`config.mk`:
```
export PLATFORM = sky130hd
export DESIGN_NAME = c2p_div_cell
export DESIGN_NICKNAME = d
export VERILOG_FILES = /design/src/rtl/core/c2p_pkg.sv /design/src/rtl/core/c2p_div_cell.sv
export SDC_FILE = /design/constraint.sdc
export NUM_CORES = 1
export LEC_CHECK = 0
export BUFFER_PORTS_ARGS = -buffer_cell sky130_fd_sc_hd__buf_2
export CORE_AREA = 3 3 211 213
export DETAILED_ROUTE_END_ITERATION = 10
export DIE_AREA = 0 0 214 216
export GPL_ROUTABILITY_DRIVEN = 0
export SYNTH_ARGS = -nofsm -noshare
export SYNTH_HDL_FRONTEND = slang
export SYNTH_SLANG_ARGS = --single-unit
```
`constraint.sdc`:
```
create_clock -name i_clk -period 6.2 [get_ports i_clk]
set_input_delay 1.24 -clock i_clk [delete_from_list [all_inputs] [get_ports i_clk]]
set_output_delay 1.24 -clock i_clk [all_outputs]
set_load 0.01 [all_outputs]
```
`src/rtl/core/c2p_pkg.sv`:
```
`timescale 1ns / 1ps
// ---------------------------------------------------------------------------
// c2p_pkg
// Shared types and constants for the 2D Euler conservative to primitive unit.
// ---------------------------------------------------------------------------
package c2p_pkg;

    // fixed point format
    localparam int FRAC_BITS   = 16;
    localparam int WORD_BITS   = 32;
    localparam int RHO_BITS    = WORD_BITS - 1;
    localparam int Q_BITS      = WORD_BITS + FRAC_BITS;
    localparam int DIV_CELLS   = Q_BITS;
    localparam int GAMMA_BITS  = 18;
    localparam logic [GAMMA_BITS-1:0] GAMMA_RESET = GAMMA_BITS'(91750);
    localparam logic [GAMMA_BITS-1:0] ONE_FIX     = GAMMA_BITS'(1 << FRAC_BITS);

    // divider lanes sharing one divisor
    localparam int N_LANES = 3;
    localparam int LANE_X  = 0;
    localparam int LANE_Y  = 1;
    localparam int LANE_E  = 2;

    // input item
    typedef struct packed {
        logic [RHO_BITS-1:0]         density;
        logic signed [WORD_BITS-1:0] momentum_x;
        logic signed [WORD_BITS-1:0] momentum_y;
        logic signed [WORD_BITS-1:0] total_energy;
        logic                        last_element;
    } t_in_item;

    // result item
    typedef struct packed {
        logic [RHO_BITS-1:0]         density_out;
        logic signed [WORD_BITS-1:0] velocity_x;
        logic signed [WORD_BITS-1:0] velocity_y;
        logic signed [WORD_BITS-1:0] pressure;
        logic                        range_error;
        logic                        last_out;
    } t_out_item;

    // one restoring divider lane: partial remainder and numerator/quotient shift word
    typedef struct packed {
        logic [RHO_BITS-1:0] rem;
        logic [Q_BITS-1:0]   numq;
    } t_div_lane;

    // side data riding along with the division
    typedef struct packed {
        logic neg_x;
        logic neg_y;
        logic neg_e;
        logic zero;
        logic last;
    } t_side;

    // everything one divider cell holds
    typedef struct packed {
        logic [RHO_BITS-1:0]          rho;
        t_div_lane [N_LANES-1:0]      lane;
        t_side                        side;
    } t_div_stage;

endpackage

```
`src/rtl/core/c2p_div_cell.sv`:
```
`timescale 1ns / 1ps
// ---------------------------------------------------------------------------
// c2p_div_cell
// One restoring division step for three numerators over a shared divisor.
// ---------------------------------------------------------------------------
module c2p_div_cell (
    input  logic                i_clk,
    input  logic                i_rst_n,
    input  logic                i_adv,
    input  logic                i_vld,
    input  c2p_pkg::t_div_stage i_stage,
    output logic                o_vld,
    output c2p_pkg::t_div_stage o_stage
);
    import c2p_pkg::*;

    logic       r_vld;
    t_div_stage r_stage;
    t_div_stage n_stage;

    // one quotient bit per lane
    always_comb begin
        logic [RHO_BITS:0] trial;
        n_stage = i_stage;
        for (int l = 0; l < N_LANES; l++) begin
            trial = {i_stage.lane[l].rem, i_stage.lane[l].numq[Q_BITS-1]};
            if (trial >= {1'b0, i_stage.rho}) begin
                n_stage.lane[l].rem  = RHO_BITS'(trial - {1'b0, i_stage.rho});
                n_stage.lane[l].numq = {i_stage.lane[l].numq[Q_BITS-2:0], 1'b1};
            end else begin
                n_stage.lane[l].rem  = trial[RHO_BITS-1:0];
                n_stage.lane[l].numq = {i_stage.lane[l].numq[Q_BITS-2:0], 1'b0};
            end
        end
    end

    // cell registers
    always_ff @(posedge i_clk) begin
        if (!i_rst_n) begin
            r_vld <= 1'b0;
        end else if (i_adv) begin
            r_vld <= i_vld;
        end
    end

    always_ff @(posedge i_clk) begin
        if (i_adv) begin
            r_stage <= n_stage;
        end
    end

    assign o_vld   = r_vld;
    assign o_stage = r_stage;

endmodule

```
# ---- Word-level counts from Yosys, hierarchy flattened
# Index checks and enable logic that the tools add are counted.
dict set report op_classes {
  add_sub_neg 3
  mux 3
  n_lt_le_gt_ge 3
}
# cell n
set ops {}
lappend ops {{$mux W79} 3}
lappend ops {{$ge A32 B31 Y1} 3}
lappend ops {{$sub A31 B31 Y31} 3}
dict set report totals {
  elab_cells 22
  inputBits 277
  ff_bits 274
  output_inout_bits 274
}

# ---- Depth between registers and ports, before layout
# Gate-level depths: netlist of the first run.
dict set report logic_depth {
  ltp_word 2
  ltp_mapped 14
  ltp_nobuf 12
}

# ---- Worst setup path after synthesis of the first run
# Ideal clock, no wire load.
dict set report synth_timing {
  path_type {input -> register}
  startpoint {in i_stage[210] in the netlist's numbering}
  endpoint {reg r_stage (netlist bit o_stage[241]) (data pin)}
  t_required_ns 5.940
  setup_ns 0.260
  path_slack_ns 2.350
  path_stages 12
  arrival_ns 3.590
  path_cell_list {inv_1 ha_1 fa_1 nor2b_1 o31a_1 nor2_1 o31ai_2 a21oi_1 o21ai_0 a41oi_1 xnor2_1 mux2_2}
}
# element line_no
set synth_lines {}
lappend synth_lines {{from (decl)} c2p_div_cell.sv:11} ;# input c2p_pkg::t_div_stage i_stage,
lappend synth_lines {{to (signal assigned)} c2p_div_cell.sv:48} ;# r_stage <= n_stage;
lappend synth_lines {{to (decl)} c2p_div_cell.sv:18} ;# t_div_stage r_stage;

==> results.md, run 1 <==
- The clock insertion delay at the later pin of the skew report is 0.53 ns.
- The die is 216 um tall.
- The critical-path maximum fanout is 52.
- The worst setup path is launched from an input pin.
- The number of nets in the synthesized netlist is 1555.
- The class of the most critical setup path is in2reg.
- Summing the sequential cell areas from Yosys gives 57.27% of the chip area.
- Traced cell by cell, the critical path runs through buf_2 -> inv_1 -> ha_1 -> a211oi_1 -> o211ai_1 -> a41o_1 -> a311oi_1 -> nand4_1 -> nand2_1 -> buf_4 -> inv_2 -> mux2_2.
- The worst setup path is captured at a register.
- Dividing the detail-routed via count by the number of cells gives 5.067.
- The clock-pin slew on the worst setup and hold paths is 0.05 ns.
- 551 I/O pins were placed.
- The maximum frequency from static timing analysis is 248.4 MHz.
- Port buffering added 550 buffers.
- In this run the standard cell core region covers 42890 um2.
- The cell-internal power is 4032 uW.
- After the last flow step, the layout net total stands at 2116.
- Post-CTS repair changed the size of 0 cells.
- Clock tree synthesis inserted a total of 35 buffers.
- Headroom to the max-slew limit came out at 32.93%.
- The number of antenna-violating nets in the routed design is 0.
- The share of async-settable or async-resettable flops after synthesis is 0%.
- The global-route congestion overflow total is 0.
- The synthesized netlist contains 70 unique library cells.
- The most frequently used flop master after synthesis is edfxtp_1.
- The area growth from synthesis to layout is 31.72%.
- Counting every sink on the clock net gives 274.
- The clock network fraction of total power is 36.4%.
- Measured along the x axis, the die boundary spans 214 um.
- The buffers inserted during post-CTS setup optimization is 0.
- The leakage power of the design is 0.008230 uW.
- The average instance in the mapped netlist occupies 12.14 um2.
- The first detailed-routing pass took 5 iterations.
- After floorplanning, the core was divided into 76 placement rows.
- The count of routing violations after the opening detailed-route iteration is 677.
- The hold violation count in the final report is 0.
- The initial antenna violation count is 15.
- In this run, post-CTS hold repair placed 0 buffers.
- Setup repair after global routing left no endpoint under its margin.
- The slew of the pin with the lowest slew margin is 1.006 ns.
- In this run, synthesis produced a sequential element count of 274.
- The DRC violation count after routing is 0.
- The maximum buffer depth of the clock tree is 3.
- The number of max-capacitance violations reported is 0.
- The flow ran to the end, and the final reports show no timing, DRC or antenna violations.
- The final route contains 11950 vias.
- Yosys printed 0 warnings.
- The count of flip-flops with a built-in enable after synthesis is 273.
- The worst clock skew is 0 ns.
- The number of global-route vias before repair came to 11930.
- Setup violations remaining at the end of the flow were counted as 0.
- The sum of negative setup slack is 0 ns.
- The stage delay of the slowest cell on the critical path is 0.42 ns.
- The overall routing resource usage is 22.68%.
- The min-delay analysis places its worst path in the category reg2reg.
- The endpoint arrival time on the critical path is 4.30 ns.
- Entering global routing, the biggest net connects 119 pins.
- The power share of the sequential group is 41.6%.
- In this run switching power makes up 28.46% of total power.
- The critical path required time is 6.47 ns.
- The analysis attributes to net switching a power of 1604 uW.
- In the final routed layout, each cell accounts on average for 23.23 um.
- The share of layout cells above drive strength 1 is 37.24%.
- The total count of max-transition violations in the final report was 0.
- The H-tree depth reported by CTS is 2.
- The cell at the root of the clock tree is clkbuf_16.
- The routed design has 54770 um of wire.
- The shortest clock period the worst path allows after layout is 4.026 ns.
- The power per standard cell area is 298.2 nW/um2.
- The wire length of the first global-routing pass is 77780 um.
- TritonCTS built the clock tree.
- The share of total power in combinational logic is 21.9%.
- The cell at the slowest stage of the critical path is buf_4.
- In this run the cell area of the synthesized design comes to 14350 um2.
- The half-perimeter wire length after placement is 44270 um.
- The initial utilization of the core area, before any placement, comes to 33.46%.
- The final worst-path cycle share is 64.93%.
- The die covers 46220 um2.
- Synthesis handed over a netlist of 1182 instances.
- IR analysis of the VDD net gives a maximum drop of 0.1645 mV.
- The total power after layout is 5636 uW.
[registers in the layout (all words and copies together) (netlist names)]
| register | flops |
|---|---|
| o_stage | 273 |
| o_vld | 1 |
[power groups by stage]
| stage | Clock (uW) | Combinational (uW) | Sequential, uW |
|---|---|---|---|
| floorplan | 0 | 580 | 2490 |
| global placement | 0 | 1220 | 2390 |
| detailed placement | 0 | 1240 | 2380 |
| CTS | 2110 | 1240 | 2350 |
| global route | 2180 | 1340 | 2370 |
| finish | 2050 | 1240 | 2350 |
[Yosys cell counts, types with 4 or more instances]
| master | n | share of area [%] |
|---|---|---|
| a21oi_1 | 85 | 3.0 |
| nand3_1 | 23 | 0.80 |
| edfxtp_1 | 273 | 57 |
| ha_1 | 93 | 8.1 |
| mux2i_1 | 4 | 0.28 |
| nor3_1 | 12 | 0.42 |
| o21ai_1 | 4 | 0.14 |
| o211ai_1 | 6 | 0.31 |
| mux2_2 | 39 | 3.1 |
| a211o_1 | 4 | 0.24 |
| nor2b_1 | 12 | 0.52 |
| xnor2_1 | 45 | 2.7 |
| clkbuf_1 | 22 | 0.58 |
| nor4_1 | 5 | 0.22 |
| and3_1 | 9 | 0.39 |
| and4_1 | 5 | 0.31 |
| o31a_1 | 4 | 0.24 |
| a31oi_1 | 12 | 0.52 |
| a21o_1 | 41 | 2.1 |
| o31ai_1 | 7 | 0.37 |
| buf_2 | 4 | 0.14 |
| a21boi_0 | 5 | 0.26 |
| o41ai_1 | 4 | 0.24 |
| a211oi_1 | 8 | 0.42 |
| nor2_1 | 51 | 1.3 |
| inv_1 | 59 | 1.5 |
| nand2_1 | 109 | 2.9 |
| xor2_1 | 35 | 2.1 |
| o21a_1 | 11 | 0.58 |
| buf_6 | 6 | 0.47 |
| nand4_1 | 14 | 0.61 |
| a41oi_1 | 6 | 0.37 |
| o21ai_0 | 99 | 3.5 |
| nand2b_1 | 12 | 0.52 |
[layout by cell type (no fill, tap or decap), types with 5 or more instances in the layout]
cell type / synthesis / routed
buf_2: 4 / 549
edfxtp_1: 273 / 273
nand2_1: 109 / 109
o21ai_0: 99 / 99
ha_1: 93 / 93
a21oi_1: 85 / 85
inv_1: 59 / 59
nor2_1: 51 / 50
xnor2_1: 45 / 45
a21o_1: 41 / 41
mux2_2: 39 / 39
xor2_1: 35 / 35
clkbuf_16: 0 / 35
nand3_1: 23 / 23
nand4_1: 14 / 14
nor2b_1: 12 / 12
a31oi_1: 12 / 12
nor3_1: 12 / 12
nand2b_1: 12 / 12
o21a_1: 11 / 11
and3_1: 9 / 9
clkinv_1: 0 / 9
a211oi_1: 8 / 8
o31ai_1: 7 / 7
diode_2: 0 / 6
o211ai_1: 6 / 6
a41oi_1: 6 / 6
buf_4: 1 / 6
nor4_1: 5 / 5
and4_1: 5 / 5
a21boi_0: 5 / 5
clkinv_2: 0 / 5
bufinv_16: 0 / 5
[critical path: cells and delay by family]
kind | cells | cell delay [ns]
simple gates | 2 | 0.38
fa+ha+maj | 1 | 0.35
compound gates | 4 | 1.06
buf+inv | 4 | 0.93
mux | 1 | 0.32
[through the flow]
step / setup slack (ns) / hold slack, ns / instances / util (%) / area [um2]
2_1_floorplan: 2.350 / 0.5383 / 1182 / - / 14350
3_3_place_gp: 1.611 / 0.5157 / 2291 / 41.38 / 17750
3_5_place_dp: 1.573 / 0.5342 / 2291 / 41.38 / 17750
4_1_cts: 2.130 / 0.5473 / 2352 / 44.04 / 18890
5_1_grt: 1.850 / 0.5961 / 2354 / 44.05 / 18890
6_report: 2.174 / 0.5480 / 2358 / 44.07 / 18900
[layout make-up]
type,instances,area (um2)
Fill cell,4001,23980
Inverter,60,225.2
Timing Repair Buffer,557,2828
Clock inverter,22,249.0
Tap cell,585,732.0
Clock buffer,39,890.9
Sequential cell,274,8218
Antenna cell,6,15.01
Multi-Input combinational cell,815,5744
[cells by family after synthesis]
| logic type | Yosys count | synth area share, % |
|---|---|---|
| multiplexers | 43 | 3.339 |
| buffers and inverters | 93 | 2.808 |
| adder cells (fa/ha/maj) | 96 | 8.527 |
| AND/OR/NAND/NOR | 272 | 8.989 |
| XOR/XNOR | 80 | 4.883 |
| AO/OA/AOI/OAI | 324 | 14.19 |
| flip-flops | 274 | 57.27 |
[path summary, 6_finish.rpt]
| path | startpoint | slack [ns] | to | cells after the start |
|---|---|---|---|---|
| worst max-delay path | i_stage[261] | 2.17 | o_stage[78] | 12 |
| worst min-delay path | o_vld | 0.55 | o_vld | 2 |
| worst max register to register | o_vld | 5.59 | o_vld | 2 |
| worst min register to register | o_vld | 0.55 | o_vld | 2 |
[routing by layer]
metal | vias up | wire length (um) | global-route usage, %
li1 | 5589 | - | -
met1 | 5797 | 20910 | 25.31
met2 | 459 | 28630 | 42.16
met3 | 89 | 3415 | 5.365
met4 | 14 | 1720 | 8.082
met5 | - | 97 | 0
(Power assumes the default switching activity.)
==> run 2, diff against run 1 <==
- CORE_AREA: 3 3 211 213 -> 3 3 213 215
- DIE_AREA: 0 0 214 216 -> 0 0 216 218
- clock period: 6.2 -> 3.85 ns (I/O delays scaled with it)
==> run 2 against run 1 <==
  * Die area rose by 1.9%
  * Sequential share of layout area fell by 1.7 points
  * Largest power group unchanged
  * Cell count rose by 4.4%
  * First-iteration DRC count fell by 11%
  * Hold slack got worse by 0.15 ns
  * Largest cell class unchanged
  * Clock-buffer cell count did not move
==> results.md, run 2 (synthesis gave the netlist of run 1 again) <==
- Counting stages on the worst path, the most repeated cell is o21ai_0.
- Traced cell by cell, the critical path runs through buf_2 -> inv_1 -> ha_1 -> a21oi_1 -> o21ai_0 -> a211oi_1 -> nor2_1 -> a2111oi_0 -> o21ai_0 -> nor2_4 -> mux2_2.
- The most common cell after layout, fill and taps aside is buf_2.
- Clock tree synthesis inserted a total of 35 buffers.
- The hold violation count in the final report is 0.
- After detailed placement, the design holds a cell count of 2391.
- For the pin with the worst max-slew slack, the measured transition is 1.105 ns.
- The kind of start point of the critical path is an input pin.
- The critical path required time is 4.13 ns.
- The number of top-level pins is 551.
- The overall routing resource usage is 22.72%.
- In this run, post-CTS hold repair placed 0 buffers.
- The tool flagged a number of max-cap violations equal to 0.
- The library cells used most frequently in the layout, excluding fill and tap cells, are 549 x buf_2, 273 x edfxtp_1, 109 x nand2_1, 99 x o21ai_0, 96 x buf_4.
- In this run the worst hold path is classified as in2reg.
- The register with the most flip-flops in the layout has 273 of them.
- Derived from the worst setup path, the maximum achievable clock frequency is 287.3 MHz.
- The vertical die dimension is 218 um.
- The x dimension of the die is 216 um.
- The number of nets in the layout is 2209.
- The worst hold path depth is 1.
- The worst clock skew is 0 ns.
- Dividing total power by cell area gives a power density of 466.5 nW/um2.
- Cells with a size suffix above 1 make up 40.76% of the layout.
- The die covers 47090 um2.
- In this run the register-to-register setup slack is 3.24 ns.
- The capturing point of the worst reg2reg path is o_vld.
- The routed design has 55950 um of wire.
- In this design, the stage delay of the slowest critical-path cell is 0.87 ns.
- The cell at the root of the clock tree is clkbuf_16.
- The initial antenna violation count was 23.
- The leakage power of the design is 0.008690 uW.
- The sum of negative setup slack is 0 ns.
- The post-route non-filler standard cell count is 2462.
- The post-synthesis to final-layout area growth is 37.00%.
- The number of sinks on the clock net is 274.
- The first detailed-routing pass took 5 iterations.
- The total overflow left after global routing is 0.
- The maximum number of pins on one net before global-route repair is 85.
- The dominant delay contributor by cell family on the critical path is compound AO/OA/AOI/OAI gates.
- The count of buffer and inverter cells on the critical path is 2.
- The count of buffers added on input and output ports is 550.
- IR analysis of the VDD net gives a maximum drop of 0.2637 mV.
- The count of nets left with antenna violations once routing finished came out at 0.
- On the critical path, the stage with the largest delay is an instance of nor2_4.
- The number of filler cells placed in the layout is 4193.
- The origin of the critical flop-to-flop path is o_vld.
- The final worst-path cycle share is 90.39%.
- Setup repair after global routing left no endpoint under its margin.
- The quantity of gates resized following cts is 0.
- Once the floorplan was initialized, standard cells occupied 32.66% of the core.
- Of all nets on the critical path, the largest fanout is 58.
- CTS built an H-tree with a depth of 2.
- The total power after layout is 9170 uW.
- After the first detailed-routing iteration, the DRC count stood at 601.
- After detailed routing, the number of remaining DRC violations is 0.
- The average via count per standard cell is 5.009.
- For the finished layout, the period the worst path requires is 3.480 ns.
- TritonCTS built the clock tree.
- Setup violations remaining at the end of the flow were counted as 0.
- After clock tree synthesis, the clock-pin slew on the worst setup and hold paths is 0.06 ns.
- The buffers inserted during post-CTS setup optimization is 0.
- The floorplan has 77 rows.
- The total non-filler cell area in the finished layout is 19660 um2.
- The endpoint arrival time on the critical path is 3.76 ns.
- The total vias in the final route is 12330.
- The worst setup path is captured at a register.
- The first global-routing pass estimated 79520 um of wire.
- In this run the worst setup path begins at i_stage[269].
- Once detailed placement completed, the half-perimeter wirelength came to 45600 um.
- Clock latency on the worst-skew pair, taken at its later pin, is 0.53 ns.
- The core region is 43930 um2.
- The cell area after placement is 18490 um2.
- The maximum buffer depth of the clock tree is 3.
- The flow ran to the end, and the final reports show no timing, DRC or antenna violations.
- The worst pin sits at a relative slew slack of 26.14%.
- Counting buffers and inverters, the worst setup path is 11 cells deep.
- The total count of max-transition violations in the final report is 0.
- The final hold slack is 0.4020 ns.
- The timing endpoint of the critical path is o_stage[138].
- The class of the most critical setup path is in2reg.
- Counting cells, the worst reg-to-reg path comes to 2.
- The number of global-route vias before repair came to 12340.
- The detailed-route wire length per cell is 22.73 um.
[run 2: cell count changes in the layout (fill, tap and decap cells not counted), sizes merged]
cell      change
buf          +93
bufinv        -1
inv           +1
clkinvlp      +3
clkinv        -1
diode         +2
[run 2: power by group]
part | internal [uW] | switching, uW
Clock | 1950 | 1320
Sequential | 3690 | 97.5
Combinational | 901 | 1210
[run 2: how the worst min path moves through the flow]
stage,from,to,slack (ns)
after detailed placement,o_vld,o_vld,0.52
final,i_stage[130],o_stage[131],0.40
after CTS,i_stage[11],o_stage[12],0.37
after floorplan,o_vld,o_vld,0.54
after global routing,i_stage[11],o_stage[12],0.37
after global placement,o_vld,o_vld,0.52
[run 2: cell type report]
cell class | count | area, um2 | area share [%]
multi-input combinational | 815 | 5744 | 29.22
timing repair buffer | 650 | 3563 | 18.13
clock inverter | 24 | 256.5 | 1.305
inverter | 60 | 225.2 | 1.146
sequential | 274 | 8218 | 41.80
antenna | 8 | 20.02 | 0.1018
clock buffer | 39 | 890.9 | 4.532
tap | 592 | 740.7 | 3.768
[run 2: layer usage]
metal | part of all wire (%) | up-vias | global-route usage, %
li1 | - | 5798 | -
met3 | 7.2 | 107 | 6.953
met2 | 53 | 460 | 42.69
met4 | 3.1 | 22 | 6.829
met5 | 0.22 | - | 0
met1 | 37 | 5944 | 24.50
[run 2: per-stage QoR]
stage | util (%) | worst slack, ns
3_3_place_gp | 42.09 | -0.1021
5_1_grt | 44.71 | 0.09862
4_1_cts | 44.70 | 0.3944
2_1_floorplan | - | 0.4705
6_report | 44.75 | 0.3698
3_5_place_dp | 42.09 | -0.1390
==> run 3, diff against run 2 <==
- BUFFER_PORTS_ARGS: -buffer_cell sky130_fd_sc_hd__buf_2 -> -buffer_cell sky130_fd_sc_hd__clkbuf_2
- SLEW_MARGIN: unset -> 20
==> run 3 against run 2 <==
  * Cell area is 0.61% lower
  * Worst setup slack better by 0.11 ns
  * Highest routed layer unchanged
  * Fmax is 3.3% higher
  * Hold slack worse by 0.0041 ns
==> results.md, run 3 (synthesis gave the netlist of run 1 again) <==
- The number of nets in the layout is 2199.
- The internal portion of the total power is 6518 uW.
- Global routing consumed, over all layers together, 22.68% of the routing resources.
- The flip-flop count of the largest register, all copies and words added is 273.
- The minimum setup slack among reg-to-reg paths is 3.23 ns.
- Clock tree synthesis selected as its root buffer the cell clkbuf_16.
- The clock-pin slew on the worst setup and hold paths is 0.06 ns.
- The total vias in the final route is 12360.
- From synthesis to final layout, the design area changed by 36.16%.
- The floorplan step defined a die boundary enclosing 47090 um2.
- The share of total power in combinational logic is 23.1%.
- In this run the vertical extent of the chip is 218 um.
- The number of input and output port buffers inserted is 550.
- In the final routed layout, each cell accounts on average for 22.80 um.
- The hold violation count in the final report came to 0.
- Once placement finished, the instance area stood at 18410 um2.
- The critical path required time is 4.12 ns.
- Once layout is done, the placed cells without fillers occupy 19540 um2.
- After floorplanning, the core was divided into 77 placement rows.
- The number of global-route vias before repair is 12220.
- The final hold slack is 0.3979 ns.
- Entering global routing, the biggest net connects 131 pins.
- The total wire length after detailed routing is 55660 um.
- In the layout the commonest cells are 549 x clkbuf_2, 273 x edfxtp_1, 109 x nand2_1, 99 x o21ai_0, 93 x ha_1.
- The maximum buffer depth of the clock tree is 3.
- In this run the horizontal extent of the chip is 216 um.
- The average via count per standard cell is 5.063.
- The share of layout cells above drive strength 1 is 39.96%.
- Detailed placement ended at an HPWL of 45710 um.
- The tightest min-delay check is of the in2reg type.
- The CTS tree is built.
- The worst hold path terminates at o_stage[130].
- Of the available clock period, the critical path in the final layout requires 87.49%.
- The shortest clock period the worst path allows after layout is 3.368 ns.
- The endpoint identified for the worst register-to-register timing path is o_vld.
- The number of placed instances, taps included, is 2380.
- The worst register-to-register path has a depth of 2.
- The number of iterations in the first detailed-routing pass is 5.
- After detailed routing, the number of remaining DRC violations is 0.
- The quantity of gates resized following cts is 0.
- In this run the count of I/O pins placed on the die edge is 551.
- The region available for standard cell placement spans 43930 um2.
- The total power after layout is 9121 uW.
- The number of max-capacitance violations reported is 0.
- The global-route congestion overflow total is 0.
- The setup-violating endpoint count in the final report is 0.
- The number of buffers added to fix hold violations after cts is 0.
- The clock tree synthesis step divided the H-tree into 2 levels.
- Timing would allow up to 296.9 MHz.
- The library cell used most frequently in the layout, excluding fill and tap cells, is clkbuf_2.
- The beginning of the worst hold path is i_stage[129].
- The detailed router finished its first iteration with 704 violations.
- The buffers inserted during post-CTS setup optimization is 0.
- The flow ran to the end, and the final reports show no timing, DRC or antenna violations.
- The layout has 4180 filler cells.
- The initial antenna violation count came to 11.
- The switching part of the total power is 28.54%.
- The clock buffer count from CTS is 35.
- The number of antenna-violating nets in the routed design is 0.
- In this run the critical register-to-register path is launched from o_vld.
- The first global-routing pass estimated 79190 um of wire.
- The endpoint arrival time on the critical path is 3.64 ns.
- The number of sinks on the clock net is 274.
- Counting instances, the worst hold path has a depth of 1.
- The total count of max-transition violations in the final report came to 0.
- Summed over all cells, the static leakage comes to 0.008747 uW.
- The max-slew headroom at the worst pin is 46.78%.
- The power per standard cell area is 466.8 nW/um2.
- The worst-case IR drop observed on VDD is 0.2403 mV.
- For the pin with the worst max-slew slack, the measured transition is 0.7983 ns.
- Clock latency on the worst-skew pair, taken at its later pin, is 0.54 ns.
- The share of total power dissipated in sequential elements is 41.7%.
- The kind of start point of the critical path is an input pin.
- The critical-path maximum fanout is 24.
- The worst clock skew is 0 ns.
- The count of cells in the finished layout, fillers not included, comes to 2441.
- The total net switching power is 2603 uW.
- The class of the most critical setup path is in2reg.
- The clock network fraction of total power is 35.2%.
- The type of element capturing the critical path is a register.
- The initial core utilization is 32.66%.
- Setup repair after global routing left no endpoint under its margin.
## run 3: cell types whose count changed in the layout (fill, tap and decap cells not counted)
cell	before	now
clkinvlp_4	4	0
diode_2	8	2
clkinv_2	9	4
clkinv_1	3	6
buf_2	549	0
clkbuf_2	0	549
buf_16	0	1
buf_4	96	85
clkinv_4	1	0
inv_6	1	0
clkbuf_1	4	7
## run 3: cell type report
class | count | area (um2) | area share [%]
sequential | 274 | 8218 | 42.06
multi-input combinational | 815 | 5744 | 29.40
antenna | 2 | 5.005 | 0.02561
inverter | 60 | 225.2 | 1.153
tap | 592 | 740.7 | 3.791
timing repair buffer | 640 | 3508 | 17.96
clock inverter | 16 | 195.2 | 0.9990
clock buffer | 42 | 902.1 | 4.617
## run 3: worst max path at each step
stage	cells after the start	endpoint	start	slack [ns]
4_1_cts	11	o_stage[138]	i_stage[269]	0.34
6_report	13	o_stage[220]	i_stage[244]	0.48
3_3_place_gp	11	o_stage[138]	i_stage[269]	-0.16
2_1_floorplan	12	o_stage[241]	i_stage[210]	0.47
5_1_grt	12	o_stage[136]	i_stage[269]	0.32
3_5_place_dp	11	o_stage[138]	i_stage[269]	-0.22
## run 3: critical path, stage by stage
cell and delay [ns]:
clkbuf_2 0.09, inv_1 0.14, ha_1 0.26, nor2b_1 0.15
o31a_1 0.24, or2_1 0.23, a31oi_1 0.21, o21ai_0 0.12
a41oi_1 0.39, o21ai_0 0.24, a21oi_4 0.20, buf_12 0.20
mux2_2 0.36
## run 3: power by group through the flow
stage          clock (uW)  combinational, uW  sequential [uW]
4_1_cts              3300               2120             3800
6_report             3210               2110             3800
5_1_grt              3440               2300             3820
3_5_place_dp            0               2100             3860
3_3_place_gp            0               2090             3860
2_1_floorplan           0                934             4010
## run 3: per-layer routing
metal / GRT usage (%) / wire (um) / share of wire [%] / vias to the layer above
met5: 0 / 92 / 0.17 / -
met1: 24.84 / 20210 / 36 / 5990
met2: 41.49 / 28750 / 52 / 497
met4: 8.404 / 2232 / 4.0 / 14
li1: - / - / - / 5754
met3: 6.813 / 4365 / 7.8 / 105
## run 3: through the flow
stage / setup TNS [ns] / utilization (%) / worst slack, ns
after CTS: 0 / 44.40 / 0.3437
after global routing: 0 / 44.47 / 0.3165
final: 0 / 44.47 / 0.4817
after global placement: -1.570 / 41.90 / -0.1600
after detailed placement: -4.174 / 41.90 / -0.2238
after floorplan: 0 / - / 0.4705
